==> config.mk <==
export PLATFORM = sky130hd
export DESIGN_NAME = burst_row_event_classifier_core
export DESIGN_NICKNAME = d
export VERILOG_FILES = /design/src/rtl/brec_pkg.sv /design/src/rtl/burst_row_event_classifier_core.sv /design/src/rtl/brec_cfg.sv /design/src/rtl/brec_decode.sv
export SDC_FILE = /design/constraint.sdc
export NUM_CORES = 1
export LEC_CHECK = 0
export ABC_AREA = 1
export BUFFER_PORTS_ARGS = -buffer_cell sky130_fd_sc_hd__buf_2
export CORE_ASPECT_RATIO = 1.4
export CORE_UTILIZATION = 35
export DETAILED_ROUTE_END_ITERATION = 10
export PLACE_DENSITY_LB_ADDON = 0.05
export SLEW_MARGIN = 20
export SYNTH_ARGS = -nofsm -noshare
export SYNTH_HDL_FRONTEND = slang
export SYNTH_SLANG_ARGS = --single-unit
export TNS_END_PERCENT = 5
==> constraint.sdc <==
create_clock -name clk -period 15.65 [get_ports clk]
set_clock_uncertainty 0.1 [all_clocks]
set_input_delay 0.7825 -clock clk [delete_from_list [all_inputs] [get_ports clk]]
set_output_delay 0.7825 -clock clk [all_outputs]
set_load 0.05 [all_outputs]
==> src/rtl/brec_pkg.sv <==
// Shared types, constants and the cold-offset table for the burst row event classifier.
// No dependencies; every other file of the block uses it by scoped names.
package brec_pkg;

	localparam int CURSOR_BITS   = 32;
	localparam int WORD_BITS     = 16;
	localparam int ROW_WORDS     = 8;
	localparam int IN_DATA_BITS  = WORD_BITS * ROW_WORDS;
	localparam int CFG_DATA_BITS = 31;
	localparam int CFG_IDX_BITS  = 2;

	localparam logic [WORD_BITS-1:0] MARK = 16'haa55;

	typedef enum logic [1:0] {
		KIND_DATA  = 2'd0,
		KIND_STAMP = 2'd1,
		KIND_DUAL  = 2'd2
	} row_kind_t;

	typedef logic [CFG_IDX_BITS-1:0] reg_index_t;
	localparam reg_index_t REG_MAX_SAMPLES = 2'd0;
	localparam reg_index_t REG_DIV_SLOW    = 2'd1;
	localparam reg_index_t REG_DIV_FAST    = 2'd2;

	typedef logic [CURSOR_BITS-1:0] cursor_t;
	typedef logic [ROW_WORDS-1:0][WORD_BITS-1:0] row_t;

	typedef struct packed {
		logic [CFG_DATA_BITS-1:0] max_samples;
		logic [7:0]               div_slow;
		logic [7:0]               div_fast;
	} cfg_t;

	typedef struct packed {
		cursor_t     cursor;
		logic [31:0] accepted_rows;
		cursor_t     last_event;
		logic        have_event;
	} state_t;

	typedef struct packed {
		logic              dropped;
		logic              repeat_event;
		logic              bogus;
		logic              to_fast;
		logic [31:0]       event_sample;
		logic signed [8:0] latency_offset;
		logic [7:0]        rate_phase;
		logic [31:0]       event_count;
		logic [31:0]       cursor_at_row;
	} result_t;

	localparam int RESULT_BITS   = $bits(result_t);
	localparam int OUT_DATA_BITS = ((RESULT_BITS + 7) / 8) * 8;

	function automatic logic signed [3:0] cold_offset(input logic [7:0] div);
		logic signed [3:0] val;
		case (div)
			8'd0:       val = 4'sd0;
			8'd1:       val = -4'sd5;
			8'd2:       val = -4'sd1;
			8'd3:       val = 4'sd0;
			8'd4:       val = 4'sd2;
			8'd5, 8'd6: val = 4'sd1;
			default:    val = 4'sd2;
		endcase
		return val;
	endfunction

endpackage

==> src/rtl/burst_row_event_classifier_core.sv <==
// Top level of the burst row event classifier: input row register, decode, result register.
// Depends on brec_pkg, brec_cfg and brec_decode.
//
// Usage:
//   Rows arrive on the s_ channel, one row of eight 16-bit words per transaction,
//   word 0 in s_tdata[15:0]. Each row yields exactly one result on the m_ channel:
//   the row kind on m_tuser and the computed fields packed in m_tdata.
//   Registers are written on the cfg_ channel (index 0 sample limit, 1 slow divisor,
//   2 fast divisor); cfg_ready is always high and writes to other indexes do nothing.
// Pipeline and throughput:
//   Each row is held in the row register, then decoded into the result register on m_.
//   One row per cycle is sustained while m_tready is high; each register holds one row,
//   and the sample cursor and event history update in the same cycle as the decode.
// Reset:
//   arst_n clears both stages, the cursor, the row count, the event history and the
//   registers (sample limit to all ones, divisors to zero).
// Stall:
//   While m_tready is low the result holds; one more row is taken into the row
//   register, after which s_tready drops until the result is taken.
module burst_row_event_classifier_core (
	input  logic                                 clk,
	input  logic                                 arst_n,
	input  logic                                 s_tvalid,
	output logic                                 s_tready,
	// word_0 .. word_7, 16 bits each, word_0 lowest
	input  logic [brec_pkg::IN_DATA_BITS-1:0]    s_tdata,
	output logic                                 m_tvalid,
	input  logic                                 m_tready,
	// cursor_at_row[31:0], event_count[63:32], rate_phase[71:64],
	// latency_offset[80:72], event_sample[112:81], to_fast[113], bogus[114],
	// repeat_event[115], dropped[116], zero fill[119:117]
	output logic [brec_pkg::OUT_DATA_BITS-1:0]   m_tdata,
	// row_kind[1:0]
	output logic [1:0]                           m_tuser,
	input  logic                                 cfg_valid,
	output logic                                 cfg_ready,
	input  brec_pkg::reg_index_t                 cfg_index,
	input  logic [brec_pkg::CFG_DATA_BITS-1:0]   cfg_data
);

	brec_pkg::cfg_t      cfg;
	brec_pkg::state_t    state_q;
	brec_pkg::state_t    state_next;
	brec_pkg::row_t      row_s1;
	logic                valid_s1;
	logic                s_acc;
	logic                move;
	brec_pkg::row_kind_t kind;
	brec_pkg::result_t   res;
	brec_pkg::row_kind_t kind_q;
	brec_pkg::result_t   res_q;
	logic                m_valid_q;

	assign cfg_ready = 1'b1;

	brec_cfg u_cfg (
		.clk      (clk),
		.arst_n   (arst_n),
		.wr_en    (cfg_valid && cfg_ready),
		.wr_index (cfg_index),
		.wr_data  (cfg_data),
		.cfg      (cfg)
	);

	brec_decode u_decode (
		.row        (row_s1),
		.cfg        (cfg),
		.state      (state_q),
		.kind       (kind),
		.res        (res),
		.state_next (state_next)
	);

	assign move     = valid_s1 && (!m_valid_q || m_tready);
	assign s_tready = !valid_s1 || !m_valid_q || m_tready;
	assign s_acc    = s_tvalid && s_tready;

	always_ff @(posedge clk or negedge arst_n) begin
		if (!arst_n) begin
			valid_s1  <= 1'b0;
			m_valid_q <= 1'b0;
			state_q   <= '0;
		end else begin
			if (s_acc) begin
				valid_s1 <= 1'b1;
			end else if (move) begin
				valid_s1 <= 1'b0;
			end
			if (move) begin
				m_valid_q <= 1'b1;
				state_q   <= state_next;
			end else if (m_tready) begin
				m_valid_q <= 1'b0;
			end
		end
	end

	always_ff @(posedge clk) begin
		if (s_acc) begin
			row_s1 <= s_tdata;
		end
		if (move) begin
			kind_q <= kind;
			res_q  <= res;
		end
	end

	assign m_tvalid = m_valid_q;
	assign m_tdata  = {(brec_pkg::OUT_DATA_BITS - brec_pkg::RESULT_BITS)'(0), res_q};
	assign m_tuser  = kind_q;

endmodule

==> src/rtl/brec_cfg.sv <==
// Configuration register file: sample limit and the two divisor registers.
// Depends on brec_pkg.
module brec_cfg (
	input  logic                                clk,
	input  logic                                arst_n,
	input  logic                                wr_en,
	input  brec_pkg::reg_index_t                wr_index,
	input  logic [brec_pkg::CFG_DATA_BITS-1:0]  wr_data,
	output brec_pkg::cfg_t                      cfg
);

	brec_pkg::cfg_t cfg_q;

	always_ff @(posedge clk or negedge arst_n) begin
		if (!arst_n) begin
			cfg_q.max_samples <= '1;
			cfg_q.div_slow    <= '0;
			cfg_q.div_fast    <= '0;
		end else if (wr_en) begin
			case (wr_index)
				brec_pkg::REG_MAX_SAMPLES: cfg_q.max_samples <= wr_data;
				brec_pkg::REG_DIV_SLOW:    cfg_q.div_slow    <= wr_data[7:0];
				brec_pkg::REG_DIV_FAST:    cfg_q.div_fast    <= wr_data[7:0];
				default: ;
			endcase
		end
	end

	assign cfg = cfg_q;

endmodule

==> src/rtl/brec_decode.sv <==
// Row classification and result computation for one registered row.
// Depends on brec_pkg; purely combinational.
module brec_decode (
	input  brec_pkg::row_t      row,
	input  brec_pkg::cfg_t      cfg,
	input  brec_pkg::state_t    state,
	output brec_pkg::row_kind_t kind,
	output brec_pkg::result_t   res,
	output brec_pkg::state_t    state_next
);

	localparam int CB = brec_pkg::CURSOR_BITS;

	logic                is_stamp;
	logic                is_dual;
	logic                rep;
	logic                b0;
	logic                b1;
	logic [7:0]          div;
	logic signed [3:0]   co;
	logic signed [8:0]   off;
	logic [8:0]          off_mag;
	logic [CB:0]         diff;
	logic [CB:0]         sum;
	brec_pkg::cursor_t   samp;
	brec_pkg::cursor_t   cur;

	assign cur = state.cursor;

	assign is_stamp = (row[0] == brec_pkg::MARK) && (row[1] == brec_pkg::MARK) &&
	                  (row[2] == brec_pkg::MARK) && (row[3] == brec_pkg::MARK);
	assign is_dual  = !is_stamp &&
	                  (row[0] == brec_pkg::MARK) && (row[1] == brec_pkg::MARK) &&
	                  (row[4] == brec_pkg::MARK) && (row[5] == brec_pkg::MARK);

	assign b0  = row[3][0];
	assign b1  = row[3][1];
	assign div = b1 ? cfg.div_fast : cfg.div_slow;
	assign co  = brec_pkg::cold_offset(div);
	assign off = $signed({3'b000, row[2][7:2]}) + $signed({{5{co[3]}}, co});
	assign off_mag = off[8] ? 9'(-off) : 9'(off);

	assign diff = {1'b0, cur} - (CB+1)'(off_mag);
	assign sum  = {1'b0, cur} + (CB+1)'(off_mag);

	always_comb begin
		if (off[8]) begin
			samp = sum[CB] ? '1 : sum[CB-1:0];
		end else begin
			samp = diff[CB] ? '0 : diff[CB-1:0];
		end
	end

	assign rep = state.have_event && (state.last_event == cur);

	always_comb begin
		state_next         = state;
		res                = '0;
		res.cursor_at_row  = 32'(cur);
		kind               = brec_pkg::KIND_DATA;
		if (is_stamp || is_dual) begin
			res.repeat_event = rep;
			if (!rep) begin
				state_next.have_event = 1'b1;
				state_next.last_event = cur;
			end
			if (is_stamp) begin
				kind            = brec_pkg::KIND_STAMP;
				res.event_count = {row[4], row[6]};
			end else begin
				kind               = brec_pkg::KIND_DUAL;
				res.rate_phase     = row[2][15:8];
				res.latency_offset = off;
				res.event_sample   = 32'(samp);
				res.to_fast        = b1;
				res.bogus          = (b0 == b1);
			end
		end else if (state.accepted_rows < {1'b0, cfg.max_samples}) begin
			state_next.accepted_rows = state.accepted_rows + 32'd1;
			state_next.cursor        = cur + CB'(1);
		end else begin
			res.dropped = 1'b1;
		end
	end

endmodule

# [Word-level counts from Yosys, hierarchy flattened]
# Index checks and enable logic that the tools add are counted.
[op_classes] addsub=6 muxes=12 eq_ne=15 magnitude_cmp=1 reduce_logical=30 bitwise_logic=2
[op_table] op="$eq 16x16->1 const B" count=6
[op_table] op="$mux 32" count=3
[op_table] op="$add 32x1->32 const B" count=2
[op_table] op="$add 32x9->33" count=1
[op_table] op="$sub 32x9->33" count=1
[op_table] op="$eq 32x32->1" count=1
[op_table] op="$lt 32x31->1" count=1
[op_table] op="$eq 8x2->1 const B" count=2
[op_table] op="$eq 8x3->1 const B" count=2
[op_table] op="$pmux 4 s4" count=1
[op_table] op="$logic_and 1x1->1" count=10
[op_table] op="$mux 9" count=1
[op_table] op="$neg 9->9" count=1
[op_table] op="$add 7x4->8" count=1
[op_table] op="$eq 8x1->1 const B" count=1
[op_table] op="$logic_not 8->1" count=1
[op_table] op="$mux 8" count=1
[op_table] op="$reduce_and 2->1" count=4
[op_table] op="$reduce_and 3->1" count=2
[op_table] op="$reduce_or 2->1" count=3
[op_table] op="$mux 1" count=5
[op_table] op="$logic_or 1x1->1" count=4
[op_table] op="$reduce_bool 2->1" count=2
[op_table] op="$logic_not 1->1" count=3
[op_table] op="other kinds (6)" count=7
[word_totals] in_bits=166 reg_bits=377 elab_cells=92 output_inout_bits=125

# [Longest topological paths before layout]
[logic_depth] depth_word=12 ltp_mapped=38 mapped_depth_nobuf=36

# [By module]
# Synthesis repeated with hierarchy kept, for this count alone.
[unflattened] hier_cells=2753 hier_area_um2=22396.5
[modules_own_cells] module="burst_row_event_classifier_core" cells_each=683 seq_area_each_um2=9894.5 area_each_um2=11362.1 n_inst=1
[modules_own_cells] module="brec_decode" cells_each=1863 seq_area_each_um2=0.0 area_each_um2=9113.7 n_inst=1
[modules_own_cells] module="brec_cfg" cells_each=207 seq_area_each_um2=1214.9 area_each_um2=1920.6 n_inst=1

# [Worst setup path after synthesis]
# Ideal clock, no wire load.
[synth_path] kind="input to register" from="input port m_tready" to="register row_s1[0] (netlist bit) (enable)" t_arrival_ns=5.630 setup_time_ns=0.585 path_stages=4 path_buffers=0 slack_ns=9.335 required_ns=14.965 cell_sequence="inv_1 > nand2_1 > nor2_1 > nor2_1"
[synth_between] elab_chain_cells=2
[synth_rtl] item="start: declaration" line_no="burst_row_event_classifier_core.sv:28" source="input logic m_tready,"
[synth_rtl] item="$logic_or 1x1->1" line_no="burst_row_event_classifier_core.sv:75" source="assign s_tready = !valid_s1 || !m_valid_q || m_tready;"
[synth_rtl] item="$logic_and 1x1->1" line_no="burst_row_event_classifier_core.sv:76" source="assign s_acc = s_tvalid && s_tready;"
[synth_rtl] item="named net s_acc" line_no="burst_row_event_classifier_core.sv:46" source="logic s_acc;"
[synth_rtl] item="end signal: assignment" line_no="burst_row_event_classifier_core.sv:100" source="row_s1 <= s_tdata;"
[synth_rtl] item="end: declaration" line_no="burst_row_event_classifier_core.sv:44" source="brec_pkg::row_t row_s1;"
# The timed path passes the listed nets, and every way through them passes these cells.
# A chain may end at the register's enable or synchronous reset.

# [Worst setup path in the final report]
[layout_path] from="register row_s1[49] (netlist bit)" to="register res_q, in the netlist m_tdata[93], data pin"
[layout_between] elab_chain_cells=10 word_cells_on_any_way=28 classes_between="4 x add/sub; 6 x eq/ne; 6 x mux; 1 x bitwise; 11 x reduce/logical"
[layout_rtl] item="$mux 8 / $eq 16x16->1 (equally long branches)" line_no="brec_decode.sv:38, brec_decode.sv:31"
[layout_rtl] item="$eq 8x3->1, or another cell as far along" line_no="brec_pkg.sv:58" source="case (div)"
[layout_rtl] item="$reduce_or 2->1, or another cell as far along" line_no="brec_pkg.sv:58"
[layout_rtl] item="$pmux 4 s4 / $logic_and 1x1->1 (equally long branches)" line_no="brec_pkg.sv:58, brec_decode.sv:32"
[layout_rtl] item="$add 7x4->8 / $logic_and 1x1->1 (equally long branches)" line_no="brec_decode.sv:40, brec_decode.sv:33"
[layout_rtl] item="$neg 9->9 / $logic_and 1x1->1 (equally long branches)" line_no="brec_decode.sv:41, brec_decode.sv:33"
[layout_rtl] item="$mux 9 / $logic_and 1x1->1 (equally long branches)" line_no="brec_decode.sv:41, brec_decode.sv:34"
[layout_rtl] item="$sub 32x9->33, or another cell as far along" line_no="brec_decode.sv:43" source="assign diff = {1'b0, cur} - (CB+1)'(off_mag);"
[layout_rtl] item="$mux 32, or another cell as far along" line_no="brec_decode.sv:50" source="samp = diff[CB] ? '0 : diff[CB-1:0];"
[layout_rtl] item="$mux 32 / $reduce_or 2->1 (equally long branches)"
[layout_rtl] item="end signal: assignment" line_no="burst_row_event_classifier_core.sv:104" source="res_q <= res;"
[layout_rtl] item="end: declaration" line_no="burst_row_event_classifier_core.sv:51" source="brec_pkg::result_t res_q;"
# Several ways; a longest one is shown, not always the timed one.

==> results by stage <==
Floorplan:
- The placeable core region is 55600 um2.
- The floorplan step set the die width to 203 um.
- Once the floorplan was initialized, standard cells occupied 35.6% of the core.
- The number of placed I/O pins is 291.
- The overall die area is 57500 um2.
- The die is 283 um tall.
- The number of rows in the core area is 102.

Place:
- Routability-driven placement finished with a final weighted congestion of 0.942.
- Buffers placed on the I/O ports in this run total 270.
- The worst setup timing slack at the placement stage is 9.96 ns.
- The HPWL after detailed placement is 45400 um.

STA:
- The number of pins exceeding their max-slew limit in the final report is 0.
- The final critical delay including setup and external delays is 5.68 ns.
- The final number of hold-violating endpoints is 0.
- For the pin with the worst max-slew slack, the measured transition is 1.19 ns.
- Setup violations remaining at the end of the flow were counted as 0.
- In this run the tightest slew margin relative to its limit is 19.8%.
- After layout, the worst path uses 36.3% of the clock period.
- Summed over all failing endpoints, the final setup total negative slack is 0 ns.
- The maximum operating frequency is 176 MHz.
- Setup repair after global routing left no endpoint under its margin.
- The least setup slack across all paths after layout is 9.97 ns.

Synthesis:
- After synthesis the cells add up to 19800 um2.
- Averaged over all synthesized cells, the footprint is 8.62 um2.
- Synthesis produced a netlist whose cell count is 2296.
- The number of enable-type register cells in the synthesized netlist is 230.
- In the synthesized netlist the dominant register cell turns out to be sky130_fd_sc_hd__edfxtp_1.
- During synthesis, Yosys emitted a total of 0 warnings.
- Sequential cells were found to cover 53.5% of the synthesized design area.
- The async set-or-reset flop fraction in the synthesized netlist is 38.8%.
- The netlist uses 44 different library cells.
- The number of synthesized register bits is 376.

Worst setup path:
- Among all stages on the critical path, the largest delay is contributed by sky130_fd_sc_hd__nand2_2.
- The endpoint class of the critical path is a flip-flop.
- STA puts the critical path data arrival time at 5.86 ns.
- The critical path launch point type is a flip-flop.
- The number of cells on the worst reg-to-reg path is 33.
- The delay of the slowest critical-path stage is 0.52 ns.
- For the worst setup path, the data required time is 15.83 ns.
- The worst register-to-register path begins at row_s1[49].
- The cell repeated most along the worst path is sky130_fd_sc_hd__nand2_1.
- The endpoint of the worst-slack reg-to-reg timing path is m_tdata[93].
- The worst reg-to-reg setup slack is 9.97 ns.
- Of all nets on the critical path, the largest fanout is 29.
- The start-to-end type of the worst setup path is flip-flop to flip-flop.

Clock tree:
- TritonCTS built the clock tree.
- The count of buffers added by post-CTS timing repair for setup is 0.
- The clock latency reported for the late side of the worst-skew pair is 0.58 ns.
- In this run, CTS created clock tree buffers numbering 42.
- The number of levels in the clock H-tree is 2.
- After clock tree synthesis, the clock-pin slew on the worst setup and hold paths is 0.06 ns.
- The count of cells resized by post-cts repair is 0.
- Counting along the longest clock path gives a buffer depth of 3.
- In this run, post-CTS hold repair placed 0 buffers.
- The clock root buffer is sky130_fd_sc_hd__clkbuf_16.
- The sink count of the clock tree is 376.

Global routing:
- Global routing consumed, on the met3 layer, 2.93% of the routing resources.
- The largest net degree at the start of global routing is 81.
- Global routing used 21.5% of the available tracks across all layers.
- The global routing stage identified its most utilized layer as met2.
- The total overflow reported by the global router is 0.
- The via count of the first global-routing pass is 15751.
- The number of antenna violations at the first check in global routing is 0.
- Global routing used 40.4% of the available met2 tracks.
- The global-route wire length before repair is 94100 um.
- Global routing consumed, on the met1 layer, 24.4% of the routing resources.

Power and ir drop:
- The worst vdd rail ir drop is 0.0000765 V.
- The power consumption is 2.43 mW.
- Dividing total power by cell area gives a power density of 105 nW/um2.
- The static leakage power is 11.3 nW.

Finish:
- In the layout the commonest cells are sky130_fd_sc_hd__nand2_1 (711), sky130_fd_sc_hd__buf_2 (269), sky130_fd_sc_hd__nor2_1 (267).
- The final-stage net count is 2770.
- Leaving out fill and tap cells, the most frequent cell in the layout is sky130_fd_sc_hd__nand2_1.
- The number of antenna diodes in the final layout is 0.
- The filler cell count is 5807.
- From synthesis to final layout, the design area changed by 16.6%.
- The fraction of final layout cells sized beyond drive strength 1 is 16.5%.

Drt:
- The count of nets left with antenna violations once routing finished came out at 0.
- For this block, the via count after detailed routing is 15839.
- For this run, design rule violations remaining after detail routing come to 0.
- Dividing the detail-routed via count by the number of cells gives 4.80.
- Before antenna repair, the detailed router went through 5 iterations.
- The average wire per cell in the routed design is 18.6 um.
- The first routing iteration left 849 violations.
- The aggregate routed wire length is 61500 um.

Worst hold path:
- The worst hold path belongs to the class input port to async pin.

Run status:
- The flow ran to the end, and the final reports show no timing, DRC or antenna violations.

Flow run:
- The number of max-capacitance violations reported is 0.
-- kinds of logic after synthesis --
logic type                 count (synthesis)  share of synthesized area, %
adders and majority gates                 63                          4.09
DFF                                      376                          53.5
and+or+nand+nor                         1265                          26.9
AOI/OAI and AO/OA                        146                          3.99
other                                      2                        0.0379
xor gates and xnor gates                  90                          3.98
buffers and inverters                    354                          7.46
-- area by class of cell --
| type | instances | area [um2] | share of cell area, % |
|---|---|---|---|
| well taps | 728 | 911 | 3.95 |
| multi-input cells | 1570 | 7790 | 33.7 |
| repair buffers | 281 | 1440 | 6.25 |
| clock inverters | 20 | 139 | 0.602 |
| clock buffers | 57 | 1190 | 5.15 |
| flip-flops and latches | 376 | 10600 | 45.9 |
| inverters | 270 | 1020 | 4.41 |
-- metrics by stage --
stage | hold slack [ns] | instance area, um2 | std cells | util (%)
2_1_floorplan | 0.320 | 19800 | 2300 | -
3_3_place_gp | 0.346 | 21700 | 3225 | 39.1
3_5_place_dp | 0.354 | 21700 | 3225 | 39.1
4_1_cts | 0.123 | 23100 | 3302 | 41.5
5_1_grt | 0.157 | 23100 | 3302 | 41.5
6_report | 0.114 | 23100 | 3302 | 41.5
-- registers in the layout, indices dropped and copies added (netlist names) --
| signal | count |
|---|---|
| row_s1 | 112 |
| state_q | 97 |
| u_cfg.cfg | 47 |
| m_tvalid | 1 |
| m_tuser | 2 |
| valid_s1 | 1 |
| m_tdata | 116 |
-- worst max-delay path: cells and delay by family (launching register included) --
kind                       cells  cell delay, ns
xor gates and xnor gates       1            0.47
buffers and inverters          4            0.35
AOI/OAI and AO/OA              2            0.31
and+or+nand+nor               24            3.06
adders and majority gates      2            0.58
DFF                            1            0.50
-- where the power goes --
| part | leakage (nW) | switching, mW | internal [mW] |
|---|---|---|---|
| clock network | 0.644 | 0.416 | 0.550 |
| logic | 6.54 | 0.232 | 0.0845 |
| registers | 4.13 | 0.0186 | 1.13 |
-- synthesized netlist by cell type, types with 8 or more instances --
library cell / count / area (um2)
sky130_fd_sc_hd__nand2_1: 713 / 2680
sky130_fd_sc_hd__nor2_1: 269 / 1010
sky130_fd_sc_hd__inv_1: 260 / 976
sky130_fd_sc_hd__edfxtp_1: 230 / 6910
sky130_fd_sc_hd__dfrtp_1: 115 / 2880
sky130_fd_sc_hd__nand3_1: 107 / 536
sky130_fd_sc_hd__nand4_1: 92 / 576
sky130_fd_sc_hd__xor2_1: 70 / 613
sky130_fd_sc_hd__ha_1: 60 / 751
sky130_fd_sc_hd__o21ai_0: 58 / 290
sky130_fd_sc_hd__a21oi_1: 57 / 285
sky130_fd_sc_hd__nor3_1: 38 / 190
sky130_fd_sc_hd__buf_2: 33 / 165
sky130_fd_sc_hd__dfstp_2: 31 / 815
sky130_fd_sc_hd__xnor2_1: 20 / 175
sky130_fd_sc_hd__buf_4: 19 / 143
sky130_fd_sc_hd__clkbuf_1: 16 / 60.1
sky130_fd_sc_hd__o21ai_1: 12 / 60.1
sky130_fd_sc_hd__nand2_2: 11 / 68.8
sky130_fd_sc_hd__buf_1: 10 / 37.5
sky130_fd_sc_hd__o21ai_2: 10 / 87.6
sky130_fd_sc_hd__inv_2: 9 / 33.8
sky130_fd_sc_hd__nand3b_1: 8 / 60.1
-- layer usage --
layer	share of wire, %	vias to the layer above	wire (um)
li1	-	7884	-
met1	39	7482	24200
met2	53	368	32800
met3	4.0	105	2430
met4	3.4	0	2090
met5	0	-	0
-- worst max path at each step --
stage / from / to / slack [ns] / cells after the start
floorplan: m_tready / row_s1[0] / 9.33 / 4
CTS: row_s1[49] / m_tdata[93] / 9.93 / 33
detailed placement: row_s1[49] / m_tdata[93] / 9.96 / 33
global placement: row_s1[49] / m_tdata[93] / 9.99 / 28
finish: row_s1[49] / m_tdata[93] / 9.97 / 33
global route: row_s1[49] / m_tdata[93] / 9.34 / 33
No activity file was read; power rests on OpenSTA's default activity.
